`config.mk`:
```
export PLATFORM = sky130hd
export DESIGN_NAME = script_tokenizer_flat
export DESIGN_NICKNAME = d
export VERILOG_FILES = /design/src/sv/sctok_pkg.sv /design/src/sv/sctok_if.sv /design/src/sv/sctok_lexer.sv /design/src/sv/sctok_outq.sv /design/src/sv/script_tokenizer.sv /design/src/flat_wrapper.sv
export SDC_FILE = /design/constraint.sdc
export NUM_CORES = 1
export LEC_CHECK = 0
export BUFFER_PORTS_ARGS = -buffer_cell sky130_fd_sc_hd__buf_2
export CORE_UTILIZATION = 51
export DETAILED_ROUTE_END_ITERATION = 7
export HOLD_SLACK_MARGIN = 0.08
export PLACE_DENSITY = 0.68
export SLEW_MARGIN = 15
export SYNTH_ARGS = -nofsm -noshare
export SYNTH_HDL_FRONTEND = slang
export SYNTH_HIERARCHICAL = 1
export SYNTH_SLANG_ARGS = --single-unit
```
`constraint.sdc`:
```
create_clock -name i_clk -period 4.5 [get_ports i_clk]
set_input_delay 0.9 -clock i_clk [delete_from_list [all_inputs] [get_ports i_clk]]
set_output_delay 0.9 -clock i_clk [all_outputs]
set_load 0.02 [all_outputs]
```
`src/sv/sctok_pkg.sv`:
```
// ----------------------------------------------------------------------------
// sctok_pkg
// Shared types, character codes and token kinds of the script tokenizer.
// ----------------------------------------------------------------------------
package sctok_pkg;

    localparam int MAX_NESTING_DEF = 255;

    // Result queue
    localparam int QUEUE_DEPTH = 4;
    localparam int QPTR_W      = $clog2(QUEUE_DEPTH);
    localparam int QCNT_W      = $clog2(QUEUE_DEPTH + 1);

    // Lexer modes
    localparam logic [2:0] MODE_IDLE   = 3'd0;
    localparam logic [2:0] MODE_SYMBOL = 3'd1;
    localparam logic [2:0] MODE_NUMBER = 3'd2;
    localparam logic [2:0] MODE_STRING = 3'd3;
    localparam logic [2:0] MODE_BLOCK  = 3'd4;

    // Token kinds
    localparam logic [4:0] K_HASH    = 5'd0;
    localparam logic [4:0] K_DOLLAR  = 5'd1;
    localparam logic [4:0] K_LPAREN  = 5'd2;
    localparam logic [4:0] K_RPAREN  = 5'd3;
    localparam logic [4:0] K_LBRACK  = 5'd4;
    localparam logic [4:0] K_RBRACK  = 5'd5;
    localparam logic [4:0] K_COMMA   = 5'd6;
    localparam logic [4:0] K_AMP     = 5'd7;
    localparam logic [4:0] K_EQUAL   = 5'd8;
    localparam logic [4:0] K_SEMI    = 5'd9;
    localparam logic [4:0] K_STRING  = 5'd10;
    localparam logic [4:0] K_BLOCK   = 5'd11;
    localparam logic [4:0] K_SYMBOL  = 5'd12;
    localparam logic [4:0] K_NUMBER  = 5'd13;
    localparam logic [4:0] K_END     = 5'd14;
    localparam logic [4:0] K_NOQUOTE = 5'd15;
    localparam logic [4:0] K_NOBRACE = 5'd16;
    localparam logic [4:0] K_DEEP    = 5'd17;

    // Character codes
    localparam logic [7:0] CH_NUL        = 8'h00;
    localparam logic [7:0] CH_QUOTE      = 8'h22;
    localparam logic [7:0] CH_HASH       = 8'h23;
    localparam logic [7:0] CH_DOLLAR     = 8'h24;
    localparam logic [7:0] CH_AMP        = 8'h26;
    localparam logic [7:0] CH_LPAREN     = 8'h28;
    localparam logic [7:0] CH_RPAREN     = 8'h29;
    localparam logic [7:0] CH_COMMA      = 8'h2C;
    localparam logic [7:0] CH_DOT        = 8'h2E;
    localparam logic [7:0] CH_SEMI       = 8'h3B;
    localparam logic [7:0] CH_EQUAL      = 8'h3D;
    localparam logic [7:0] CH_LBRACK     = 8'h5B;
    localparam logic [7:0] CH_RBRACK     = 8'h5D;
    localparam logic [7:0] CH_UNDERSCORE = 8'h5F;
    localparam logic [7:0] CH_LBRACE     = 8'h7B;
    localparam logic [7:0] CH_RBRACE     = 8'h7D;

    typedef struct packed {
        logic [4:0] token_kind;
        logic [7:0] byte_value;
        logic       has_byte;
        logic       token_last;
    } t_result;

    // Results of one processed character, in output order
    typedef struct packed {
        logic [1:0] count;
        t_result    res0;
        t_result    res1;
    } t_lex_out;

    function automatic logic is_letter(input logic [7:0] c);
        return (c >= 8'h61 && c <= 8'h7A) || (c >= 8'h41 && c <= 8'h5A);
    endfunction

    function automatic logic is_digit(input logic [7:0] c);
        return c >= 8'h30 && c <= 8'h39;
    endfunction

endpackage

```
`src/sv/sctok_if.sv`:
```
// ----------------------------------------------------------------------------
// sctok_char_if / sctok_tok_if
// Valid/ready channels for text characters and token results.
// ----------------------------------------------------------------------------
interface sctok_char_if;
    logic       valid;
    logic       ready;
    logic [7:0] char_code;

    modport source (output valid, output char_code, input ready);
    modport sink   (input valid, input char_code, output ready);
endinterface

interface sctok_tok_if;
    logic       valid;
    logic       ready;
    logic [4:0] token_kind;
    logic [7:0] byte_value;
    logic       has_byte;
    logic       token_last;

    modport source (output valid, output token_kind, output byte_value,
                    output has_byte, output token_last, input ready);
    modport sink   (input valid, input token_kind, input byte_value,
                    input has_byte, input token_last, output ready);
endinterface

```
`src/sv/sctok_lexer.sv`:
```
// ----------------------------------------------------------------------------
// sctok_lexer
// Lexer state and the single-pass decode of one character into 0..2 results.
// ----------------------------------------------------------------------------
module sctok_lexer #(
    parameter int MAX_NESTING = sctok_pkg::MAX_NESTING_DEF
) (
    input  logic               i_clk,
    input  logic               i_rst_n,
    input  logic               i_fire,
    input  logic [7:0]         i_char,
    output sctok_pkg::t_lex_out o_lex
);
    import sctok_pkg::*;

    localparam int DEPTH_W = $clog2(MAX_NESTING + 1);
    localparam logic [DEPTH_W-1:0] DEPTH_MAX = DEPTH_W'(MAX_NESTING);
    localparam logic [DEPTH_W-1:0] DEPTH_ONE = DEPTH_W'(1);

    logic [2:0]         r_mode, n_mode;
    logic [DEPTH_W-1:0] r_depth, n_depth;

    // idle-mode handling of the current character
    logic       id_hit;
    t_result    id_res;
    logic [2:0] id_mode;
    logic       id_open;

    logic       c_letter, c_digit;
    t_result    close_res;

    always_comb begin
        c_letter = is_letter(i_char);
        c_digit  = is_digit(i_char);

        id_hit  = 1'b0;
        id_res  = '0;
        id_mode = MODE_IDLE;
        id_open = 1'b0;
        priority if (i_char == CH_NUL) begin
            id_hit = 1'b1;
            id_res = '{token_kind: K_END, byte_value: 8'h00, has_byte: 1'b0,
                       token_last: 1'b1};
        end else if (i_char == CH_HASH   || i_char == CH_DOLLAR ||
                     i_char == CH_LPAREN || i_char == CH_RPAREN ||
                     i_char == CH_LBRACK || i_char == CH_RBRACK ||
                     i_char == CH_COMMA  || i_char == CH_AMP    ||
                     i_char == CH_EQUAL  || i_char == CH_SEMI) begin
            id_hit = 1'b1;
            id_res.byte_value = i_char;
            id_res.has_byte   = 1'b1;
            id_res.token_last = 1'b1;
            unique case (i_char)
                CH_HASH:   id_res.token_kind = K_HASH;
                CH_DOLLAR: id_res.token_kind = K_DOLLAR;
                CH_LPAREN: id_res.token_kind = K_LPAREN;
                CH_RPAREN: id_res.token_kind = K_RPAREN;
                CH_LBRACK: id_res.token_kind = K_LBRACK;
                CH_RBRACK: id_res.token_kind = K_RBRACK;
                CH_COMMA:  id_res.token_kind = K_COMMA;
                CH_AMP:    id_res.token_kind = K_AMP;
                CH_EQUAL:  id_res.token_kind = K_EQUAL;
                default:   id_res.token_kind = K_SEMI;
            endcase
        end else if (i_char == CH_QUOTE) begin
            id_mode = MODE_STRING;
        end else if (i_char == CH_LBRACE) begin
            id_mode = MODE_BLOCK;
            id_open = 1'b1;
        end else if (c_letter) begin
            id_hit  = 1'b1;
            id_mode = MODE_SYMBOL;
            id_res  = '{token_kind: K_SYMBOL, byte_value: i_char, has_byte: 1'b1,
                        token_last: 1'b0};
        end else if (c_digit || i_char == CH_DOT) begin
            id_hit  = 1'b1;
            id_mode = MODE_NUMBER;
            id_res  = '{token_kind: K_NUMBER, byte_value: i_char, has_byte: 1'b1,
                        token_last: 1'b0};
        end else begin
            // drop the byte
        end
    end

    always_comb begin
        n_mode    = r_mode;
        n_depth   = r_depth;
        o_lex     = '0;
        close_res = '0;
        close_res.token_last = 1'b1;

        unique case (r_mode)
            MODE_SYMBOL, MODE_NUMBER: begin
                close_res.token_kind = (r_mode == MODE_SYMBOL) ? K_SYMBOL : K_NUMBER;
                if ((r_mode == MODE_SYMBOL &&
                     (c_letter || c_digit || i_char == CH_UNDERSCORE)) ||
                    (r_mode == MODE_NUMBER && (c_digit || i_char == CH_DOT))) begin
                    o_lex.count = 2'd1;
                    o_lex.res0  = '{token_kind: close_res.token_kind, byte_value: i_char,
                                    has_byte: 1'b1, token_last: 1'b0};
                end else begin
                    // close the token, then treat the byte as in idle
                    o_lex.res0  = close_res;
                    o_lex.res1  = id_res;
                    o_lex.count = id_hit ? 2'd2 : 2'd1;
                    n_mode      = id_mode;
                    if (id_open) begin
                        n_depth = DEPTH_ONE;
                    end
                end
            end
            MODE_STRING: begin
                o_lex.count = 2'd1;
                if (i_char == CH_NUL) begin
                    o_lex.count = 2'd2;
                    o_lex.res0  = '{token_kind: K_NOQUOTE, byte_value: 8'h00,
                                    has_byte: 1'b0, token_last: 1'b1};
                    o_lex.res1  = '{token_kind: K_END, byte_value: 8'h00,
                                    has_byte: 1'b0, token_last: 1'b1};
                    n_mode      = MODE_IDLE;
                end else if (i_char == CH_QUOTE) begin
                    o_lex.res0  = '{token_kind: K_STRING, byte_value: 8'h00,
                                    has_byte: 1'b0, token_last: 1'b1};
                    n_mode      = MODE_IDLE;
                end else begin
                    o_lex.res0  = '{token_kind: K_STRING, byte_value: i_char,
                                    has_byte: 1'b1, token_last: 1'b0};
                end
            end
            MODE_BLOCK: begin
                o_lex.count = 2'd1;
                o_lex.res0  = '{token_kind: K_BLOCK, byte_value: i_char,
                                has_byte: 1'b1, token_last: 1'b0};
                if (i_char == CH_NUL) begin
                    o_lex.count = 2'd2;
                    o_lex.res0  = '{token_kind: K_NOBRACE, byte_value: 8'h00,
                                    has_byte: 1'b0, token_last: 1'b1};
                    o_lex.res1  = '{token_kind: K_END, byte_value: 8'h00,
                                    has_byte: 1'b0, token_last: 1'b1};
                    n_mode      = MODE_IDLE;
                    n_depth     = '0;
                end else if (i_char == CH_LBRACE) begin
                    if (r_depth >= DEPTH_MAX) begin
                        // abandon the block
                        o_lex.res0 = '{token_kind: K_DEEP, byte_value: 8'h00,
                                       has_byte: 1'b0, token_last: 1'b1};
                        n_mode     = MODE_IDLE;
                        n_depth    = '0;
                    end else begin
                        n_depth = r_depth + DEPTH_ONE;
                    end
                end else if (i_char == CH_RBRACE) begin
                    if (r_depth <= DEPTH_ONE) begin
                        o_lex.res0 = '{token_kind: K_BLOCK, byte_value: 8'h00,
                                       has_byte: 1'b0, token_last: 1'b1};
                        n_mode     = MODE_IDLE;
                        n_depth    = '0;
                    end else begin
                        n_depth = r_depth - DEPTH_ONE;
                    end
                end else begin
                    // plain content byte
                end
            end
            default: begin
                o_lex.res0  = id_res;
                o_lex.count = id_hit ? 2'd1 : 2'd0;
                n_mode      = id_mode;
                if (id_open) begin
                    n_depth = DEPTH_ONE;
                end
            end
        endcase
    end

    always_ff @(posedge i_clk) begin
        if (!i_rst_n) begin
            r_mode  <= MODE_IDLE;
            r_depth <= '0;
        end else if (i_fire) begin
            r_mode  <= n_mode;
            r_depth <= n_depth;
        end
    end

endmodule

```
`src/sv/sctok_outq.sv`:
```
// ----------------------------------------------------------------------------
// sctok_outq
// Small result queue: takes up to two results a cycle, hands out one.
// ----------------------------------------------------------------------------
module sctok_outq (
    input  logic                i_clk,
    input  logic                i_rst_n,
    input  sctok_pkg::t_lex_out i_push,
    output logic                o_room,
    sctok_tok_if.source         o_tok
);
    import sctok_pkg::*;

    t_result             r_mem [QUEUE_DEPTH];
    logic [QPTR_W-1:0]   r_wr_ptr, r_rd_ptr;
    logic [QCNT_W-1:0]   r_count;
    logic [QPTR_W-1:0]   wr_ptr_next;
    logic                pop;
    t_result             head;

    assign wr_ptr_next = r_wr_ptr + QPTR_W'(1);
    assign pop         = o_tok.valid && o_tok.ready;
    assign head        = r_mem[r_rd_ptr];

    // room for the largest group of results one character can give
    assign o_room = r_count <= QCNT_W'(QUEUE_DEPTH - 2);

    assign o_tok.valid      = r_count != '0;
    assign o_tok.token_kind = head.token_kind;
    assign o_tok.byte_value = head.byte_value;
    assign o_tok.has_byte   = head.has_byte;
    assign o_tok.token_last = head.token_last;

    always_ff @(posedge i_clk) begin
        if (i_push.count != 2'd0) begin
            r_mem[r_wr_ptr] <= i_push.res0;
        end
        if (i_push.count == 2'd2) begin
            r_mem[wr_ptr_next] <= i_push.res1;
        end
    end

    always_ff @(posedge i_clk) begin
        if (!i_rst_n) begin
            r_wr_ptr <= '0;
            r_rd_ptr <= '0;
            r_count  <= '0;
        end else begin
            r_wr_ptr <= r_wr_ptr + QPTR_W'(i_push.count);
            r_rd_ptr <= r_rd_ptr + QPTR_W'(pop);
            r_count  <= r_count + QCNT_W'(i_push.count) - QCNT_W'(pop);
        end
    end

endmodule

```
`src/sv/script_tokenizer.sv`:
```
// ----------------------------------------------------------------------------
// script_tokenizer
// Streaming tokenizer: one text character in, token results out.
//
// i_char carries one text byte per transfer; byte 0 ends the text. o_tok
// carries token results: punctuation, content bytes of symbols, numbers,
// strings and brace blocks, closing markers, the end token and errors.
// Each character transfer is held in an input register, decoded
// combinationally against the lexer state and written into a four-entry
// result queue; the first result is offered from the queue once it has
// passed the input register and the queue. One character is taken every
// cycle while results drain at the same pace; a character that gives two
// results (a token closed by the next byte, or an error followed by the
// end token) leaves one extra result in the queue, and input pauses only
// when the queue cannot take two more. When the receiver stalls, results
// wait in the queue and input stops once it is nearly full. Reset empties
// the queue and the input register and puts the lexer in idle with nesting
// depth zero.
// ----------------------------------------------------------------------------
module script_tokenizer #(
    parameter int MAX_NESTING = sctok_pkg::MAX_NESTING_DEF
) (
    input  logic        i_clk,
    input  logic        i_rst_n,
    sctok_char_if.sink  i_char,
    sctok_tok_if.source o_tok
);
    import sctok_pkg::*;

    logic       r_in_valid;
    logic [7:0] r_in_char;
    logic       room;
    logic       fire;
    t_lex_out   lex_out;
    t_lex_out   push;

    assign fire         = r_in_valid && room;
    assign i_char.ready = !r_in_valid || fire;

    always_ff @(posedge i_clk) begin
        if (!i_rst_n) begin
            r_in_valid <= 1'b0;
        end else if (i_char.valid && i_char.ready) begin
            r_in_valid <= 1'b1;
        end else if (fire) begin
            r_in_valid <= 1'b0;
        end
    end

    always_ff @(posedge i_clk) begin
        if (i_char.valid && i_char.ready) begin
            r_in_char <= i_char.char_code;
        end
    end

    sctok_lexer #(
        .MAX_NESTING (MAX_NESTING)
    ) u_lexer (
        .i_clk   (i_clk),
        .i_rst_n (i_rst_n),
        .i_fire  (fire),
        .i_char  (r_in_char),
        .o_lex   (lex_out)
    );

    // drop the decode when the character is not processed this cycle
    always_comb begin
        push = lex_out;
        if (!fire) begin
            push.count = 2'd0;
        end
    end

    sctok_outq u_outq (
        .i_clk   (i_clk),
        .i_rst_n (i_rst_n),
        .i_push  (push),
        .o_room  (room),
        .o_tok   (o_tok)
    );

endmodule
```
`src/flat_wrapper.sv`:
```
// flat-port wrapper written by rule: the top's interface ports become plain ports
module script_tokenizer_flat import sctok_pkg::*;
#(
    parameter int MAX_NESTING = sctok_pkg::MAX_NESTING_DEF
)
  (i_clk, i_rst_n, i_char_valid, i_char_char_code, i_char_ready, o_tok_valid, o_tok_token_kind, o_tok_byte_value, o_tok_has_byte, o_tok_token_last, o_tok_ready);
  sctok_char_if i_char_i ();
  sctok_tok_if o_tok_i ();
  input  logic i_clk;
  input  logic i_rst_n;
  input wire logic [$bits(i_char_i.valid)-1:0] i_char_valid;
  input wire logic [$bits(i_char_i.char_code)-1:0] i_char_char_code;
  output wire logic [$bits(i_char_i.ready)-1:0] i_char_ready;
  output wire logic [$bits(o_tok_i.valid)-1:0] o_tok_valid;
  output wire logic [$bits(o_tok_i.token_kind)-1:0] o_tok_token_kind;
  output wire logic [$bits(o_tok_i.byte_value)-1:0] o_tok_byte_value;
  output wire logic [$bits(o_tok_i.has_byte)-1:0] o_tok_has_byte;
  output wire logic [$bits(o_tok_i.token_last)-1:0] o_tok_token_last;
  input wire logic [$bits(o_tok_i.ready)-1:0] o_tok_ready;
  assign i_char_i.valid = i_char_valid;
  assign i_char_i.char_code = i_char_char_code;
  assign i_char_ready = i_char_i.ready;
  assign o_tok_valid = o_tok_i.valid;
  assign o_tok_token_kind = o_tok_i.token_kind;
  assign o_tok_byte_value = o_tok_i.byte_value;
  assign o_tok_has_byte = o_tok_i.has_byte;
  assign o_tok_token_last = o_tok_i.token_last;
  assign o_tok_i.ready = o_tok_ready;
  script_tokenizer #(.MAX_NESTING(MAX_NESTING)) u_core (.i_clk(i_clk), .i_rst_n(i_rst_n), .i_char(i_char_i), .o_tok(o_tok_i));
endmodule
```
; ---- Yosys cells after proc, flatten, opt, wreduce, memory -nomap -nowiden
; Memory sizes are Yosys's and may differ from the RTL's. A register that Yosys moved wholly into a read port is not among the register bits.
; Cells that the tools add are included.
[op_classes]
n_lt_le_gt_ge = 9
n_mul = 0
n_bitwise = 1
addsub = 7
muxes = 64
n_reduce_logical = 32
shift = 0
div_mod_pow = 0
n_eq_ne = 25
[op_table]
columns = op, n
row1 = $mux 15, 7
row2 = $eq 8x6->1 const B, 10
row3 = $mux 14, 5
row4 = $mux 8, 7
row5 = $pmux 17 s3, 1
row6 = $eq 8x7->1 const B, 5
row7 = $mux 3, 12
row8 = $pmux 4 s9, 1
row9 = $mux 10, 3
row10 = $pmux 15 s2, 1
row11 = $pmux 8 s3, 1
row12 = $mux 1, 18
row13 = $mux 17, 1
row14 = $ge 8x7->1 const B, 2
row15 = $le 8x7->1 const B, 2
row16 = $logic_or 1x1->1, 15
row17 = $mux 2, 6
row18 = $ne 4x4->1 const B, 3
row19 = $pmux 3 s3, 1
row20 = $add 8x1->8 const B, 1
row21 = $ge 8x6->1 const B, 1
row22 = $ge 8x8->1 const B, 1
row23 = $le 8x1->1 const B, 1
row24 = $le 8x6->1 const B, 1
row25 = 22 further kinds, 32
[word_totals]
out_inout_bits = 17
word_cells = 146
mem_bits_rw = 60
in_bits = 12
mem_bits_ro = 0
n_memories = 1
reg_bits = 27
latchBits = 0
[mem_list]
columns = memory, words, width, rd, rd_clocked_by_memory_dff, wr, line_no
row1 = u_core.u_outq.r_mem, 4, 15, 1, 1, 2, sctok_outq.sv:14  ; t_result r_mem [QUEUE_DEPTH];

; ---- Longest topological paths before layout
[logic_depth]
depth_word = 19
ltp_mapped = 16
depth_no_buf = 13

; ---- Cells and area by module
; Netlist, hierarchy kept.
[by_module_without_submodules]
columns = mod, cells_each, seq_area_each_um2, n_inst, area_per_inst_um2
row1 = sctok_outq, 193, 1941.9, 1, 3452.1
row2 = sctok_lexer, 269, 220.2, 1, 1863.0
row3 = script_tokenizer, 16, 260.2, 1, 320.3

; ---- Worst setup path after synthesis
; OpenSTA, ideal clock, no wires.
[synth_path]
path_type = register -> register
start = reg u_core.r_in_char[0]
end = mem u_core/u_outq/r_mem[0][0] (netlist bit), enable pin
n_path_buf = 2
path_stages_with_launch = 12
slack_ps = 534
setup_time_ps = 411
arrival_time_ps = 3556
t_required_ps = 4089
period_less_slack_ps = 3966
cell_sequence = edfxtp_1 > buf_6 > or4_4 > o221ai_1 > nand3_1 > o22ai_1 > nor2_1 > nor2_1 > and3_2 > buf_4 > nor2_1 > o31ai_1
[synth_lines]
columns = item, line_no
row1 = start: declaration, script_tokenizer.sv:31  ; logic [7:0] r_in_char;
row2 = start signal: assignment, script_tokenizer.sv:52  ; r_in_char <= i_char.char_code;
row3 = end: declaration, sctok_outq.sv:14

==> impl_metrics.tcl <==
set metrics [dict create \
    layout-area-overhead-vs-synth_pct 6.861 \
    maxSlewHeadroom_pct 33.06 \
    detail-route-antenna-nets 0 \
    wire_per_inst_um 19.25 \
    multi_input_area_um2 2938 \
    worstMarginPinSlew_ps 996.4 \
    combinational_family_with_the_most_area_after_synthesis "multiplexers" \
    max-vdd-ir-drop_uv 162.1 \
    starting_density_of_the_core_pct 52.21 \
    grt_pass1_vias 3738 \
    placement.io_buffers 28 \
    dpl-instance-area_um2 5856 \
    postSynthRegisterBits 87 \
    cts_root_buffer "clkbuf_8" \
    fillers 921 \
    layout.nets 514 \
    setup_violators_final 0 \
    fin_cells 640 \
    cellPowerDensity_nw_per_um2 325.4 \
    grt_setup_unrepaired "false" \
    avgSynthCellArea_um2 11.79 \
    dominantRegCellSynth "edfxtp_1" \
    path_clk_slew_ps 90 \
    max_cap_check_violation_count 0 \
    run_status "finished clean" \
    drc 0 \
    cts_tree "done" \
    grt.busiest_layer "met2" \
    timing_max_transition_violations_final 0 \
    tns_ps 0 \
    clock-sinks 87 \
    post_synth_mux_area_share_pct 20.65 \
    die_y_um 107.1 \
    grt_start_max_net_pins 19 \
    yosysTopAreaCell "edfxtp_1" \
    period_minus_slack_ps 3865 \
    place_congestion 0.9053 \
    clock-skew-final_ps 12.78 \
    postCtsHoldBufs 0 \
    synth_top_cells_by_count "68 x edfxtp_1, 48 x mux2_2, 26 x nand2_1, 26 x nor2_1, 19 x dfxtp_1" \
    synth_area_leaders "edfxtp_1 36%, mux2_2 9.6%, dfxtp_1 6.7%" \
    synthArstFlopShare_pct 0 \
    synth_compound_area_share_pct 12.21 \
    synthDistinctLibCells 85 \
    post-synth-top-area-fraction_pct 36.23 \
    mappedNetlistArea_um2 5635 \
    regArea_um2 2422 \
    antennaDiodeCount 0 \
    initial_antenna_violation_count 0 \
    synth_xor_xnor_area_share_pct 1.421 \
    crit_type "reg2reg" \
    htree_num_levels 3 \
    clock_latency_ps 360 \
    drive_above_1_share_pct 31.40 \
    worst-endpoint-arrival_ps 3970 \
    cts_buffers 9 \
    synth-seq-area-share_pct 42.98 \
    cell_with_the_most_instances_after_synthesis "edfxtp_1" \
    yosysWarnings 6 \
    gr-usage-met2_pct 37.56 \
    synthSimpleGateAreaFrac_pct 15.67 \
    timing.final.crit_share_pct 85.89 \
    critical_path_required_ps 4610 \
    drt_pass1_iterations 4 \
    place_inst 624 \
    cts.repair_timing.setup_buffer_count 0 \
    global_route.overflow_total 0 \
    rows 38 \
    crit_end_category "register" \
    ctsResizeCount 0 \
    avgViaCountPerCell 6.039 \
    drt-total-wl_um 12320 \
    final_cell_area_um2 6022 \
    timing_hold_violations_final 0 \
    start_kind "register" \
    cts_max_path_buffers 2 \
    design.portCount 29 \
    kind_of_path_behind_the_tightest_hold_check "reg2reg" \
    met3_usage_pct 3.404 \
    use_met1_pct 31.01 \
    grt_pass1_wl_um 20070 \
    dr.first_iter.drc_count 246 \
    via_count 3865 \
    max_clock_freq_mhz 258.7 \
    track_usage_pct 22.92 \
    synth_edf_count 68 \
    die_area_um2 11470 \
    design.core.area_um2 10790 \
    critical_path.max_fanout 16 \
    leakagePower_nw 2.234 \
    width_of_the_die_um 107.1 \
    synth-adder-area-share_pct 1.687 \
    dp_hpwl_um 8831 \
    syn-instance-count 478 \
]
[routing by layer]
metal | part of all wire, % | up-vias
met1 | 47 | 1897
met5 | 0 | -
li1 | - | 1871
met2 | 48 | 80
met4 | 1.7 | 0
met3 | 3.4 | 17
[sequential cells by signal, summed over array words and instances, names as in the netlist]
name and count:
u_core/u_lexer/r_mode 3, u_core/u_lexer/r_depth 8, u_core/u_outq/r_rd_ptr 2, u_core/r_in_valid 1, u_core/u_outq/r_count 3, u_core/u_outq/r_mem 60
u_core/u_outq/r_wr_ptr 2, u_core/r_in_char 8
[stage by stage]
step                      hold WS [ps]  util [%]  setup WS, ps  power, mW
after floorplan                  471.3         -         533.6      1.372
after global placement           524.8     54.25         755.0      1.485
after detailed placement         530.9     54.25         634.3      1.495
after CTS                        543.6     55.80         628.1      1.978
after global routing             572.9     55.80         387.4      2.053
final                            548.4     55.80         635.1      1.960
[power by group]
part	switching [mW]	leakage [nW]	total [mW]	internal, mW
combinational	0.266	1.37	0.520	0.254
clock	0.285	0.0833	0.487	0.201
sequential	0.0423	0.782	0.953	0.911
[final cells by class]
class / instances / share of cell area, %
Clock buffer: 11 / 2.182
Clock inverter: 5 / 0.5818
Inverter: 12 / 0.7480
Multi-Input combinational cell: 339 / 48.78
Sequential cell: 87 / 40.22
Tap cell: 140 / 2.909
Timing Repair Buffer: 46 / 4.571
[layout by cell type, fill, tap and decap left out, types with 7 or more instances in the layout]
cell type | Yosys | final
edfxtp_1 | 68 | 68
mux2_2 | 48 | 48
buf_2 | 17 | 28
nand2_1 | 26 | 26
nor2_1 | 26 | 26
dfxtp_1 | 19 | 19
buf_4 | 6 | 18
a21oi_1 | 16 | 16
mux4_2 | 15 | 15
inv_1 | 12 | 12
and3_1 | 12 | 12
nor3_1 | 11 | 11
o21ai_0 | 11 | 11
mux2_4 | 10 | 10
clkbuf_8 | 0 | 9
mux2i_1 | 9 | 9
nor2b_1 | 8 | 8
nand3_1 | 7 | 7
and2_1 | 7 | 7
[final timing paths]
path	start	end	slack, ps	cells after the start
min reg2reg	u_core/u_lexer/r_mode[1]	u_core/u_lexer/r_mode[1]	550	2
max reg2reg	u_core/r_in_char[4]	u_core/u_outq/r_mem[2][0]	640	11
min	u_core/u_lexer/r_mode[1]	u_core/u_lexer/r_mode[1]	550	2
max	u_core/r_in_char[4]	u_core/u_outq/r_mem[2][0]	640	11
[worst max-delay path, cell delays in order, from the launching register on]
cell       delay [ps]
edfxtp_1          590
or4b_1            720
o2bb2ai_1         330
o22ai_1           110
buf_4             180
nor2_1            310
mux2_2            240
and3_2            320
and4bb_1          240
buf_4             200
a21o_1            170
buf_4             200
[cells by family after synthesis]
| family | Yosys count |
|---|---|
| AO/OA/AOI/OAI | 92 |
| other | 1 |
| multiplexers | 86 |
| AND/OR/NAND/NOR | 146 |
| XOR/XNOR | 6 |
| flip-flops | 87 |
| buffers and inverters | 53 |
| adder cells (fa/ha/maj) | 7 |
Note: power is estimated with default switching activity, not from simulation.
